<file path="src/rtl/core/i2cm_pkg.sv">
// types and constants shared by the i2c master transaction engine
package i2cm_pkg;

    typedef enum logic [7:0] {
        ST_IDLE  = 8'b0000_0001,
        ST_START = 8'b0000_0010,
        ST_SEND  = 8'b0000_0100,
        ST_ACK   = 8'b0000_1000,
        ST_LOAD  = 8'b0001_0000,
        ST_READ  = 8'b0010_0000,
        ST_MACK  = 8'b0100_0000,
        ST_STOP  = 8'b1000_0000
    } bus_state_t;

    localparam logic CFG_PHASE_TICKS = 1'b0;
    localparam logic CFG_ACK_TIMEOUT = 1'b1;

    localparam logic [7:0] PHASE_TICKS_RST = 8'd4;
    localparam logic [7:0] ACK_TIMEOUT_RST = 8'd250;

    typedef struct packed {
        bus_state_t bus_state;
        logic [1:0] phase_step;
        logic [7:0] phase_timer;
        logic [3:0] bit_counter;
        logic [7:0] bytes_left;
        logic [7:0] shift_reg;
        logic [7:0] timeout_counter;
        logic       direction;
        logic       error_flag;
        logic       scl;
        logic       sda;
    } eng_state_t;

    typedef struct packed {
        logic       start_req;
        logic       read_not_write;
        logic [7:0] slave_addr;
        logic [7:0] byte_count;
        logic [7:0] write_byte;
        logic       write_valid;
        logic       sda_in;
    } tick_t;

    typedef struct packed {
        logic       scl_out;
        logic       sda_out;
        logic       busy_res;
        logic       write_taken;
        logic [7:0] read_byte;
        logic       read_valid;
        logic       done_res;
        logic       ack_error;
    } result_t;

endpackage

</file>
<file path="src/rtl/core/i2c_master_transaction_engine.sv">
// i2c master transaction engine top level: state, config and result registers
//
//  channel   handshake               payload
//  in        in_valid / in_stall     start_req .. sda_in, one word per bus tick
//  out       out_valid / out_stall   scl_out .. ack_error, one word per input word
//  cfg       cfg_we                  cfg_index, cfg_data
//
// one word in, one word out; a new word is taken every cycle unless the output stalls
// the engine state and the result word are both registered at the edge that takes
// the input word, so the result shows on the outputs in the cycle after it is taken
// in_stall is high only while the output register is full and stalled
// reset sets the scl and sda state high and leaves the engine idle; the result word is not reset

module i2c_master_transaction_engine
    import i2cm_pkg::*;
(
    input  logic       clk,
    input  logic       rst_n,

    input  logic       in_valid,
    output logic       in_stall,
    input  logic       start_req,
    input  logic       read_not_write,
    input  logic [7:0] slave_addr,
    input  logic [7:0] byte_count,
    input  logic [7:0] write_byte,
    input  logic       write_valid,
    input  logic       sda_in,

    output logic       out_valid,
    input  logic       out_stall,
    output logic       scl_out,
    output logic       sda_out,
    output logic       busy_res,
    output logic       write_taken,
    output logic [7:0] read_byte,
    output logic       read_valid,
    output logic       done_res,
    output logic       ack_error,

    input  logic       cfg_we,
    input  logic       cfg_index,
    input  logic [7:0] cfg_data
);

    eng_state_t state_reg;
    eng_state_t state_next;
    result_t    res_reg;
    result_t    res_next;
    logic       out_valid_reg;
    logic [7:0] phase_ticks_reg;
    logic [7:0] ack_timeout_reg;
    tick_t      tick;
    logic       accept;

    assign in_stall = out_valid_reg && out_stall;
    assign accept   = in_valid && !in_stall;

    assign tick.start_req      = start_req;
    assign tick.read_not_write = read_not_write;
    assign tick.slave_addr     = slave_addr;
    assign tick.byte_count     = byte_count;
    assign tick.write_byte     = write_byte;
    assign tick.write_valid    = write_valid;
    assign tick.sda_in         = sda_in;

    i2cm_step u_step
    (
        .cur         (state_reg),
        .tick        (tick),
        .phase_ticks (phase_ticks_reg),
        .ack_timeout (ack_timeout_reg),
        .nxt         (state_next),
        .res         (res_next)
    );

    always_ff @(posedge clk or negedge rst_n)
    begin
        if (!rst_n)
        begin
            phase_ticks_reg <= PHASE_TICKS_RST;
            ack_timeout_reg <= ACK_TIMEOUT_RST;
        end
        else if (cfg_we)
        begin
            case (cfg_index)
                CFG_PHASE_TICKS: phase_ticks_reg <= cfg_data;
                CFG_ACK_TIMEOUT: ack_timeout_reg <= cfg_data;
                default:
                begin
                end
            endcase
        end
    end

    always_ff @(posedge clk or negedge rst_n)
    begin
        if (!rst_n)
        begin
            state_reg.bus_state       <= ST_IDLE;
            state_reg.phase_step      <= 2'd0;
            state_reg.phase_timer     <= 8'd0;
            state_reg.bit_counter     <= 4'd0;
            state_reg.bytes_left      <= 8'd0;
            state_reg.shift_reg       <= 8'd0;
            state_reg.timeout_counter <= 8'd0;
            state_reg.direction       <= 1'b0;
            state_reg.error_flag      <= 1'b0;
            state_reg.scl             <= 1'b1;
            state_reg.sda             <= 1'b1;
            out_valid_reg             <= 1'b0;
        end
        else
        begin
            if (accept)
            begin
                state_reg     <= state_next;
                out_valid_reg <= 1'b1;
            end
            else if (!out_stall)
                out_valid_reg <= 1'b0;
        end
    end

    // result word payload, loaded with each accepted tick
    always_ff @(posedge clk)
    begin
        if (accept)
            res_reg <= res_next;
    end

    assign out_valid   = out_valid_reg;
    assign scl_out     = res_reg.scl_out;
    assign sda_out     = res_reg.sda_out;
    assign busy_res    = res_reg.busy_res;
    assign write_taken = res_reg.write_taken;
    assign read_byte   = res_reg.read_byte;
    assign read_valid  = res_reg.read_valid;
    assign done_res    = res_reg.done_res;
    assign ack_error   = res_reg.ack_error;

endmodule

</file>
<file path="src/rtl/core/i2cm_step.sv">
// next-state and result logic for one bus tick
module i2cm_step
    import i2cm_pkg::*;
(
    input  eng_state_t cur,
    input  tick_t      tick,
    input  logic [7:0] phase_ticks,
    input  logic [7:0] ack_timeout,
    output eng_state_t nxt,
    output result_t    res
);

    always_comb
    begin
        logic [7:0] pt;
        logic       phase_end;
        logic       taken;
        logic       rvalid;
        logic [7:0] rbyte;
        logic       done;
        logic       err;

        nxt       = cur;
        pt        = (phase_ticks == 8'd0) ? 8'd1 : phase_ticks;
        phase_end = 1'b0;
        taken     = 1'b0;
        rvalid    = 1'b0;
        rbyte     = 8'd0;
        done      = 1'b0;
        err       = 1'b0;

        if (cur.bus_state == ST_IDLE)
        begin
            nxt.scl = 1'b1;
            nxt.sda = 1'b1;
            if (tick.start_req)
            begin
                nxt.direction       = tick.read_not_write;
                nxt.shift_reg       = tick.read_not_write ? tick.slave_addr + 8'd1
                                                          : tick.slave_addr;
                nxt.bytes_left      = tick.byte_count;
                nxt.bit_counter     = 4'd0;
                nxt.error_flag      = 1'b0;
                nxt.timeout_counter = 8'd0;
                nxt.bus_state       = ST_START;
                nxt.phase_step      = 2'd0;
                nxt.phase_timer     = 8'd0;
            end
        end
        else if (cur.bus_state == ST_LOAD)
        begin
            if (tick.write_valid)
            begin
                nxt.shift_reg   = tick.write_byte;
                taken           = 1'b1;
                nxt.bytes_left  = cur.bytes_left - 8'd1;
                nxt.bit_counter = 4'd0;
                nxt.bus_state   = ST_SEND;
                nxt.phase_step  = 2'd0;
                nxt.phase_timer = 8'd0;
            end
        end
        else if (cur.bus_state == ST_ACK && cur.phase_step == 2'd2)
        begin
            // sample the slave ack once per tick while scl is high
            if (!tick.sda_in)
            begin
                nxt.phase_step  = 2'd3;
                nxt.phase_timer = 8'd0;
            end
            else if (cur.timeout_counter >= ack_timeout)
            begin
                nxt.error_flag  = 1'b1;
                nxt.bus_state   = ST_STOP;
                nxt.phase_step  = 2'd0;
                nxt.phase_timer = 8'd0;
            end
            else
            begin
                nxt.timeout_counter = cur.timeout_counter + 8'd1;
            end
        end
        else if (cur.bus_state inside {ST_START, ST_SEND, ST_ACK, ST_READ, ST_MACK, ST_STOP})
        begin
            // line action on the first tick of a phase
            if (cur.phase_timer == 8'd0)
            begin
                case (cur.bus_state)
                    ST_START:
                    begin
                        if (cur.phase_step == 2'd0)
                        begin
                            nxt.sda = 1'b1;
                            nxt.scl = 1'b1;
                        end
                        else if (cur.phase_step == 2'd1)
                            nxt.sda = 1'b0;
                        else
                            nxt.scl = 1'b0;
                    end
                    ST_SEND:
                    begin
                        if (cur.phase_step == 2'd0)
                            nxt.sda = cur.shift_reg[7];
                        else if (cur.phase_step == 2'd1)
                            nxt.scl = 1'b1;
                        else
                            nxt.scl = 1'b0;
                    end
                    ST_ACK:
                    begin
                        if (cur.phase_step == 2'd0)
                            nxt.sda = 1'b1;
                        else if (cur.phase_step == 2'd1)
                            nxt.scl = 1'b1;
                        else if (cur.phase_step == 2'd3)
                            nxt.scl = 1'b0;
                    end
                    ST_READ:
                    begin
                        if (cur.phase_step == 2'd0)
                        begin
                            nxt.sda = 1'b1;
                            nxt.scl = 1'b1;
                        end
                        else if (cur.phase_step == 2'd2)
                            nxt.scl = 1'b0;
                    end
                    ST_MACK:
                    begin
                        if (cur.phase_step == 2'd0)
                            nxt.sda = (cur.bytes_left == 8'd0);
                        else if (cur.phase_step == 2'd1)
                            nxt.scl = 1'b1;
                        else
                            nxt.scl = 1'b0;
                    end
                    ST_STOP:
                    begin
                        // scl goes low with sda so no false start appears
                        if (cur.phase_step == 2'd0)
                        begin
                            nxt.scl = 1'b0;
                            nxt.sda = 1'b0;
                        end
                        else if (cur.phase_step == 2'd1)
                            nxt.scl = 1'b1;
                        else
                            nxt.sda = 1'b1;
                    end
                    default:
                    begin
                    end
                endcase
            end
            nxt.phase_timer = cur.phase_timer + 8'd1;
            if (nxt.phase_timer >= pt)
            begin
                nxt.phase_timer = 8'd0;
                phase_end       = 1'b1;
            end
        end
        else
        begin
            nxt.bus_state   = ST_IDLE;
            nxt.phase_step  = 2'd0;
            nxt.phase_timer = 8'd0;
        end

        if (phase_end)
        begin
            case (cur.bus_state)
                ST_START:
                begin
                    if (cur.phase_step < 2'd2)
                        nxt.phase_step = cur.phase_step + 2'd1;
                    else
                    begin
                        nxt.bit_counter = 4'd0;
                        nxt.bus_state   = ST_SEND;
                        nxt.phase_step  = 2'd0;
                        nxt.phase_timer = 8'd0;
                    end
                end
                ST_SEND:
                begin
                    if (cur.phase_step < 2'd2)
                        nxt.phase_step = cur.phase_step + 2'd1;
                    else
                    begin
                        nxt.shift_reg   = {cur.shift_reg[6:0], 1'b0};
                        nxt.bit_counter = cur.bit_counter + 4'd1;
                        if (nxt.bit_counter >= 4'd8)
                        begin
                            nxt.timeout_counter = 8'd0;
                            nxt.bus_state       = ST_ACK;
                            nxt.phase_step      = 2'd0;
                            nxt.phase_timer     = 8'd0;
                        end
                        else
                            nxt.phase_step = 2'd0;
                    end
                end
                ST_ACK:
                begin
                    if (cur.phase_step < 2'd2)
                        nxt.phase_step = cur.phase_step + 2'd1;
                    else
                    begin
                        nxt.phase_step  = 2'd0;
                        nxt.phase_timer = 8'd0;
                        if (cur.bytes_left == 8'd0)
                            nxt.bus_state = ST_STOP;
                        else if (cur.direction)
                        begin
                            nxt.bit_counter = 4'd0;
                            nxt.shift_reg   = 8'd0;
                            nxt.bus_state   = ST_READ;
                        end
                        else
                            nxt.bus_state = ST_LOAD;
                    end
                end
                ST_READ:
                begin
                    if (cur.phase_step == 2'd0)
                        nxt.shift_reg = {cur.shift_reg[6:0], tick.sda_in};
                    if (cur.phase_step < 2'd2)
                        nxt.phase_step = cur.phase_step + 2'd1;
                    else
                    begin
                        nxt.bit_counter = cur.bit_counter + 4'd1;
                        if (nxt.bit_counter >= 4'd8)
                        begin
                            rvalid          = 1'b1;
                            rbyte           = cur.shift_reg;
                            nxt.bytes_left  = cur.bytes_left - 8'd1;
                            nxt.bus_state   = ST_MACK;
                            nxt.phase_step  = 2'd0;
                            nxt.phase_timer = 8'd0;
                        end
                        else
                            nxt.phase_step = 2'd0;
                    end
                end
                ST_MACK:
                begin
                    if (cur.phase_step < 2'd2)
                        nxt.phase_step = cur.phase_step + 2'd1;
                    else
                    begin
                        nxt.sda         = 1'b1;
                        nxt.phase_step  = 2'd0;
                        nxt.phase_timer = 8'd0;
                        if (cur.bytes_left == 8'd0)
                            nxt.bus_state = ST_STOP;
                        else
                        begin
                            nxt.bit_counter = 4'd0;
                            nxt.shift_reg   = 8'd0;
                            nxt.bus_state   = ST_READ;
                        end
                    end
                end
                ST_STOP:
                begin
                    if (cur.phase_step < 2'd2)
                        nxt.phase_step = cur.phase_step + 2'd1;
                    else
                    begin
                        done            = 1'b1;
                        err             = cur.error_flag;
                        nxt.bus_state   = ST_IDLE;
                        nxt.phase_step  = 2'd0;
                        nxt.phase_timer = 8'd0;
                    end
                end
                default:
                begin
                end
            endcase
        end

        res.scl_out     = nxt.scl;
        res.sda_out     = nxt.sda;
        res.busy_res    = (nxt.bus_state != ST_IDLE);
        res.write_taken = taken;
        res.read_byte   = rbyte;
        res.read_valid  = rvalid;
        res.done_res    = done;
        res.ack_error   = err;
    end

endmodule
</file>
<file path="config.mk">
export PLATFORM = sky130hd
export DESIGN_NAME = i2c_master_transaction_engine
export DESIGN_NICKNAME = d
export VERILOG_FILES = /design/src/rtl/core/i2cm_pkg.sv /design/src/rtl/core/i2c_master_transaction_engine.sv /design/src/rtl/core/i2cm_step.sv
export SDC_FILE = /design/constraint.sdc
export NUM_CORES = 1
export LEC_CHECK = 0
export BUFFER_PORTS_ARGS = -buffer_cell sky130_fd_sc_hd__clkbuf_2
export CELL_PAD_IN_SITES_DETAIL_PLACEMENT = 1
export CELL_PAD_IN_SITES_GLOBAL_PLACEMENT = 1
export CORE_UTILIZATION = 23
export DETAILED_ROUTE_END_ITERATION = 8
export HOLD_SLACK_MARGIN = 0.03
export PLACE_DENSITY_LB_ADDON = 0.1
export RECOVER_POWER = 50
export SLEW_MARGIN = 40
export SYNTH_ARGS = -nofsm -noshare
export SYNTH_HDL_FRONTEND = slang
export SYNTH_HIERARCHICAL = 1
export SYNTH_SLANG_ARGS = --single-unit
</file>
<file path="constraint.sdc">
create_clock -name clk -period 2.9 [get_ports clk]
set_input_delay 0.29 -clock clk [delete_from_list [all_inputs] [get_ports clk]]
set_output_delay 0.29 -clock clk [all_outputs]
set_load 0.05 [all_outputs]
</file>
==> summary.txt, run 1 <==
Clock network
  • TritonCTS Buffers: 9
  • Clock Path Buffers: 2
  • Clock Pin Slew Worst Setup and Hold Paths: 0.07 ns
  • Root Driver: clkbuf_16
  • CTS tree: yes
  • H-tree levels: 3
  • Number of clock sinks: 82
  • Clk Latency, worst-skew pair: 0.36 ns

STA
  • Slew @ Worst Pin: about 1.4 ns
  • Hold Slack: around 0.15 ns
  • PnR worst setup slack: -0.152 ns
  • FMAX: between 300 and 400 MHz
  • Final Hold Violating Endpoints: 0
  • Unrepaired setup endpoints after global routing: true
  • Rel. slew slack: 0.0875
  • Pins Over Slew Limit: 0
  • Period utilization: 1.05
  • Final Setup Violations: 30
  • Worst Clk Skew: roughly 0.013 ns
  • Fin crit period: roughly 3.1 ns

Outcome
  • Status: finished, violations left
  • Failing checks: negative setup slack

Drt
  • Avg Vias per Cell: roughly 4.9
  • DRC Markers: 0
  • ANT nets after route: 0
  • M1 WL: ~9400 um
  • Met3 wire len: 479 um
  • Final WL: between 15000 and 20000 um
  • Met2 WL: 9550 um
  • TritonRoute pass-1 iters: 4
  • Top Metal Used: met4
  • Routed len/inst: 18.9 um
  • Initial DRC Count: about 200
  • Via Count: 5140

Die
  • Die width: approximately 160 um
  • Full die area: between 0.02 and 0.03 sq mm
  • Initial Utilization: 0.233
  • Die Y: roughly 160 um
  • Top Ports: a little under 60
  • Site Rows: 58
  • Core area: 0.0251 sq mm

Worst setup path
  • Data arrival time of the worst path: about 3.3 ns
  • Critical path class: register to register
  • Worst setup EP type: register
  • Worst Setup Start Kind: register
  • CP Max Fanout: 7
  • Worst path required time: roughly 3.1 ns

Synth
  • Ys flop type: dfrtp_1
  • Post-synth EDFFs: 15
  • Synth top area share: 0.244
  • Post-synth top area cell: dfrtp_1
  • Syn Area/Cell: 9.99 sq um
  • Seq/Total Area, Yosys: 0.365
  • Mapped Cells: 586
  • Yosys cell types: 75
  • Largest cells by area after synthesis: dfrtp_1 (24%), mux2_2 (13%), edfxtp_1 (7.7%)
  • Synth Cell Area: roughly 0.0059 sq mm
  • Synth Warn #: 6
  • Flops & latches, synth: slightly above 80
  • Net Count, Synth: 650
  • Post-synth ARST share: 0.817

Power and ir drop
  • Leakage power figure: 3.30 nW
  • Worst IR Drop VDD: between 200 and 300 uV
  • Total power: 4.76 mW
  • PwrDens: ~610 mW/mm^2

Final layout
  • Share of post-route cells with drive strength above 1: 0.437
  • Fillers: 2892
  • Antenna cells: 0
  • Most frequent cells in the layout: buf_4 (70), clkbuf_2 (58), dfrtp_1 (55)
  • Most common cell after layout, fill and taps aside: buf_4
  • Non-Filler Instances: between 1000 and 1500
  • Area growth from synthesis to layout: 33.1%
  • Final net count: between 700 and 800
  • Max FFs per register: 50

Global route
  • Vias in the first global route: ~5600
  • Largest net degree at the start of global routing: 66
  • GRT Resource Usage Total: 0.156
  • Initial antenna violation count: 0
  • Total gr overflow: 0
  • First-pass GRT wire length: 31500 um

Min path
  • Hold crit path type: input port to register

Placed design
  • I/O Buffers: 58
  • Total placed cells including tap cells: roughly 1000
  • DP HPWL: 14300 um
  • DP Worst Slack: -0.394 ns
  • Routability cong.: roughly 0.8

Job
  • Total of max-cap violations: 0
synthesized netlist by cell type, drive strengths merged (4+ instances only):
library cell and number:
nor2 38, inv 25, o22ai 10, dfrtp 57, nor4 9, a31o 4, o2bb2ai 4, a21o 5
o21ai 23, and2 12, a31oi 4, o21bai 6, o221ai 7, and3 8, and4 5, dfstp 10
nand3 27, mux2 72, or3 9, nand2 37, buf 27, xnor2 13, a22o 9, a211oi 5
nand4 15, nand2b 6, o211ai 4, nor4b 5, a22oi 9, edfxtp 15, clkbuf 6, nor3 17
ha 22, xor2 11, a21oi 14
worst max-delay path: stages, from the launching register on:
cell and delay, ns:
dfrtp_1 0.42, and3_4 0.21, nand3_4 0.10, nor2_4 0.04, xor2_2 0.14, ha_1 0.30
nand2_1 0.07, or3_4 0.34, o221a_4 0.32, nor4b_4 0.31, buf_4 0.17, and2_4 0.21
a21oi_2 0.05, mux2_4 0.26
area by class of cell:
cell class	instances	area (sq um)	area share
timing repair buffer	144	982	0.126
tap	330	413	0.0530
clock buffer	10	239	0.0307
multi-input combinational	446	3860	0.495
inverter	26	97.6	0.0125
clock inverter	6	57.6	0.00739
sequential	82	2140	0.275
per-stage QoR:
step	util	TNS [ns]	cell area (sq um)
after floorplan	-	-2.71	5890
after detailed placement	0.278	-11.42	6980
final	0.310	-2.88	7790
after global placement	0.278	-9.04	6980
after CTS	0.303	-3.12	7600
after global routing	0.310	-8.38	7790
path summary, 6_finish.rpt:
kind | cells after the start | endpoint | start | slack, ns
max in group asynchronous | 3 | state_reg[32]$_DFFE_PN0P_ | rst_n | 0.77
min reg2reg | 1 | phase_ticks_reg[1]$_DFFE_PN0P_ | phase_ticks_reg[1]$_DFFE_PN0P_ | 0.51
max | 13 | state_reg[5]$_DFFE_PN0P_ | state_reg[33]$_DFFE_PN0P_ | -0.15
min | 2 | out_valid$_DFFE_PN0P_ | in_valid | 0.15
min in group asynchronous | 2 | state_reg[19]$_DFFE_PN0P_ | rst_n | 0.41
max reg2reg | 13 | state_reg[5]$_DFFE_PN0P_ | state_reg[33]$_DFFE_PN0P_ | -0.15
timing repair:
item | 4_1_cts | 5_1_grt
pin swaps | 23 | 9
hold buffers | 1 | 0
cloned | 1 | 0
hold endpoints to repair | 6 | 0
buffers inserted | 9 | 4
resized for setup | 59 | 45
setup endpoints to repair | 56 | 58
kinds of logic (layout without fill, tap and decap cells):
group,after synthesis,in the layout,synth area share
DFF,82,82,0.365
and+or+nand+nor,197,198,0.199
AOI/OAI and AO/OA,129,129,0.161
buffers and inverters,59,186,0.0524
adders and majority gates,22,22,0.0470
muxes,73,73,0.140
xor gates and xnor gates,24,24,0.0359
report_power, final:
| group | leakage [nW] | internal, mW | total, mW | switching, mW |
|---|---|---|---|---|
| sequential | 0.982 | 1.40 | 1.64 | 0.241 |
| clock | 0.147 | 0.627 | 1.19 | 0.563 |
| combinational | 2.17 | 0.909 | 1.93 | 1.02 |
routing by layer:
metal / vias up / track usage
li1: 2448 / -
met1: 2596 / 0.199
met2: 79 / 0.271
met3: 17 / 0.0218
met4: 0 / 0.0506
met5: - / 0
(Power assumes the default switching activity.)
==> inputs of run 2 (changes only) <==
- CORE_MARGIN: unset -> 5
- PLACE_DENSITY: unset -> 0.45
- PLACE_DENSITY_LB_ADDON: 0.1 -> unset
==> summary.txt, run 2 (synthesis gave the netlist of run 1 again) <==
Worst setup path
  • Worst R2R Setup Slack: -0.23 ns
  • Worst Setup Start Kind: register
  • Crit path cell chain: and3_4, nand3_4, nor2_4, xor2_2, ha_1, nand2_1, or3_4, o221a_4, buf_6, nor4b_4, buf_4, and2_4, nor2_2, mux2_4
  • Worst setup EP type: register
  • Critical path class: register to register
  • Crit-path slowest cell: dfrtp_1
  • CP max stage delay: ~0.43 ns
  • Worst path required time: approximately 3.1 ns
  • RR Endpoint: state_reg[9]$_DFFE_PN0P_
  • CP Max Fanout: 5
  • RR Startpoint: state_reg[33]$_DFFE_PN0P_
  • Data arrival time of the worst path: around 3.4 ns
  • Worst r2r path cells: 14

Drt
  • ANT nets after route: 0
  • Via Count: roughly 5200
  • DRC Markers: 0
  • Initial DRC Count: 231
  • Avg Vias per Cell: 4.92
  • Routed len/inst: 19.1 um
  • Final WL: 20300 um
  • TritonRoute pass-1 iters: 4

Die
  • Core area: 0.0251 sq mm
  • Site Rows: 58
  • Full die area: ~0.029 sq mm
  • Top Ports: 59
  • Initial Utilization: 0.233
  • Die Y: around 170 um
  • Die width: about 170 um

STA
  • PnR worst setup slack: -0.229 ns
  • Final Hold Violating Endpoints: 0
  • Unrepaired setup endpoints after global routing: true
  • Fin crit period: between 3 and 4 ns
  • Final Setup Violations: between 50 and 60
  • Pins Over Slew Limit: 31
  • Total negative slack: -8.34 ns
  • Rel. slew slack: -0.304
  • Period utilization: 1.08
  • FMAX: 320 MHz
  • Hold Slack: roughly 0.15 ns
  • Worst Clk Skew: around 0.011 ns
  • Slew @ Worst Pin: between 1.5 and 2 ns

Job
  • Total of max-cap violations: 1

Power and ir drop
  • Total power: ~4.8 mW
  • Worst IR Drop VDD: between 200 and 300 uV
  • Leakage power figure: between 3 and 4 nW
  • PwrDens: roughly 590 mW/mm^2

Clock network
  • TritonCTS Buffers: 9
  • Number of clock sinks: a little over 80
  • Root Driver: clkbuf_16
  • H-tree levels: 3
  • Clock Pin Slew Worst Setup and Hold Paths: 0.06 ns
  • CTS tree: yes
  • Clk Latency, worst-skew pair: 0.35 ns
  • Clock Path Buffers: 2

Min path
  • Hold Path Stages: 2
  • Worst hold path endpoint: out_valid$_DFFE_PN0P_
  • Hold crit path type: input port to register
  • Hold wc startpoint: in_valid

Global route
  • Initial antenna violation count: 0
  • Largest net degree at the start of global routing: 66
  • Vias in the first global route: approximately 5700
  • Total gr overflow: 0
  • GRT Resource Usage Total: 0.142
  • First-pass GRT wire length: approximately 32000 um

Final layout
  • Reg area: around 0.0021 sq mm
  • Fillers: 2874
  • Share of post-route cells with drive strength above 1: 0.473
  • Area growth from synthesis to layout: 38.3%
  • Most common cell after layout, fill and taps aside: buf_4
  • Final core occ: 0.323
  • Multi-input logic area: ~0.0040 sq mm
  • Non-Filler Instances: about 1100
  • Max FFs per register: 50
  • Most frequent cells in the layout: buf_4 (81), clkbuf_2 (56), dfrtp_1 (55)
  • Antenna cells: 0
  • Final net count: 790
  • Post-layout instance area: approximately 0.008 sq mm

Outcome
  • Status: finished, violations left
  • Failing checks: max-capacitance violations, max-slew violations, negative setup slack

Placed design
  • Routability cong.: about 0.9
  • DP HPWL: roughly 15000 um
  • I/O Buffers: 58
  • Dpl cell area: 0.00699 sq mm
  • Total placed cells including tap cells: 1016
  • DP Worst Slack: -0.432 ns
-- run 2: area by class of cell --
type | count | share of cell area
Inverter | 26 | 0.0121
Clock inverter | 6 | 0.00603
Tap cell | 330 | 0.0510
Multi-Input combinational cell | 446 | 0.494
Timing Repair Buffer | 161 | 0.144
Sequential cell | 82 | 0.264
Clock buffer | 10 | 0.0283
-- run 2: per-layer routing --
layer  up-vias  track usage  wire [um]
li1       2482            -          -
met1      2611        0.185       9120
met2       107        0.247       9940
met3        20       0.0245        859
met4         0       0.0357        338
met5         -            0          0
-- run 2: worst max-delay path by stage --
stage                           endpoint  slack [ns]                 startpoint  depth (start not counted)
2_1_floorplan   state_reg[7]$_DFFE_PN0P_       -0.18  state_reg[33]$_DFFE_PN0P_                         14
3_3_place_gp   state_reg[28]$_DFFE_PN0P_       -0.38  state_reg[32]$_DFFE_PN0P_                         13
4_1_cts        state_reg[13]$_DFFE_PN0P_       -0.24  state_reg[33]$_DFFE_PN0P_                         14
5_1_grt        state_reg[44]$_DFFE_PN0P_       -0.35  state_reg[33]$_DFFE_PN0P_                         16
6_report        state_reg[9]$_DFFE_PN0P_       -0.23  state_reg[33]$_DFFE_PN0P_                         14
3_5_place_dp   state_reg[13]$_DFFE_PN0P_       -0.43  state_reg[33]$_DFFE_PN0P_                         14
-- run 2: where the power goes --
group          switching, mW  internal, mW
logic                   1.04         0.932
registers              0.273          1.40
clock network          0.523         0.589
-- run 2: critical path, delay by kind of cell, from the launching register on --
family                   cells  cell delay (ns)
buffers and inverters        2             0.30
AND/OR/NAND/NOR              8             1.26
XOR/XNOR                     1             0.18
flip-flops                   1             0.43
multiplexers                 1             0.25
AO/OA/AOI/OAI                1             0.29
adder cells (fa/ha/maj)      1             0.30
-- run 2: what timing repair did --
| action | 4_1_cts | 5_1_grt |
|---|---|---|
| cloned | 2 | 0 |
| pin swaps | 27 | 12 |
| hold buffers | 1 | 0 |
| gates resized for setup | 100 | 41 |
| buffers inserted | 19 | 9 |
| endpoints found under the setup margin | 57 | 60 |
| hold endpoints to repair | 27 | 0 |
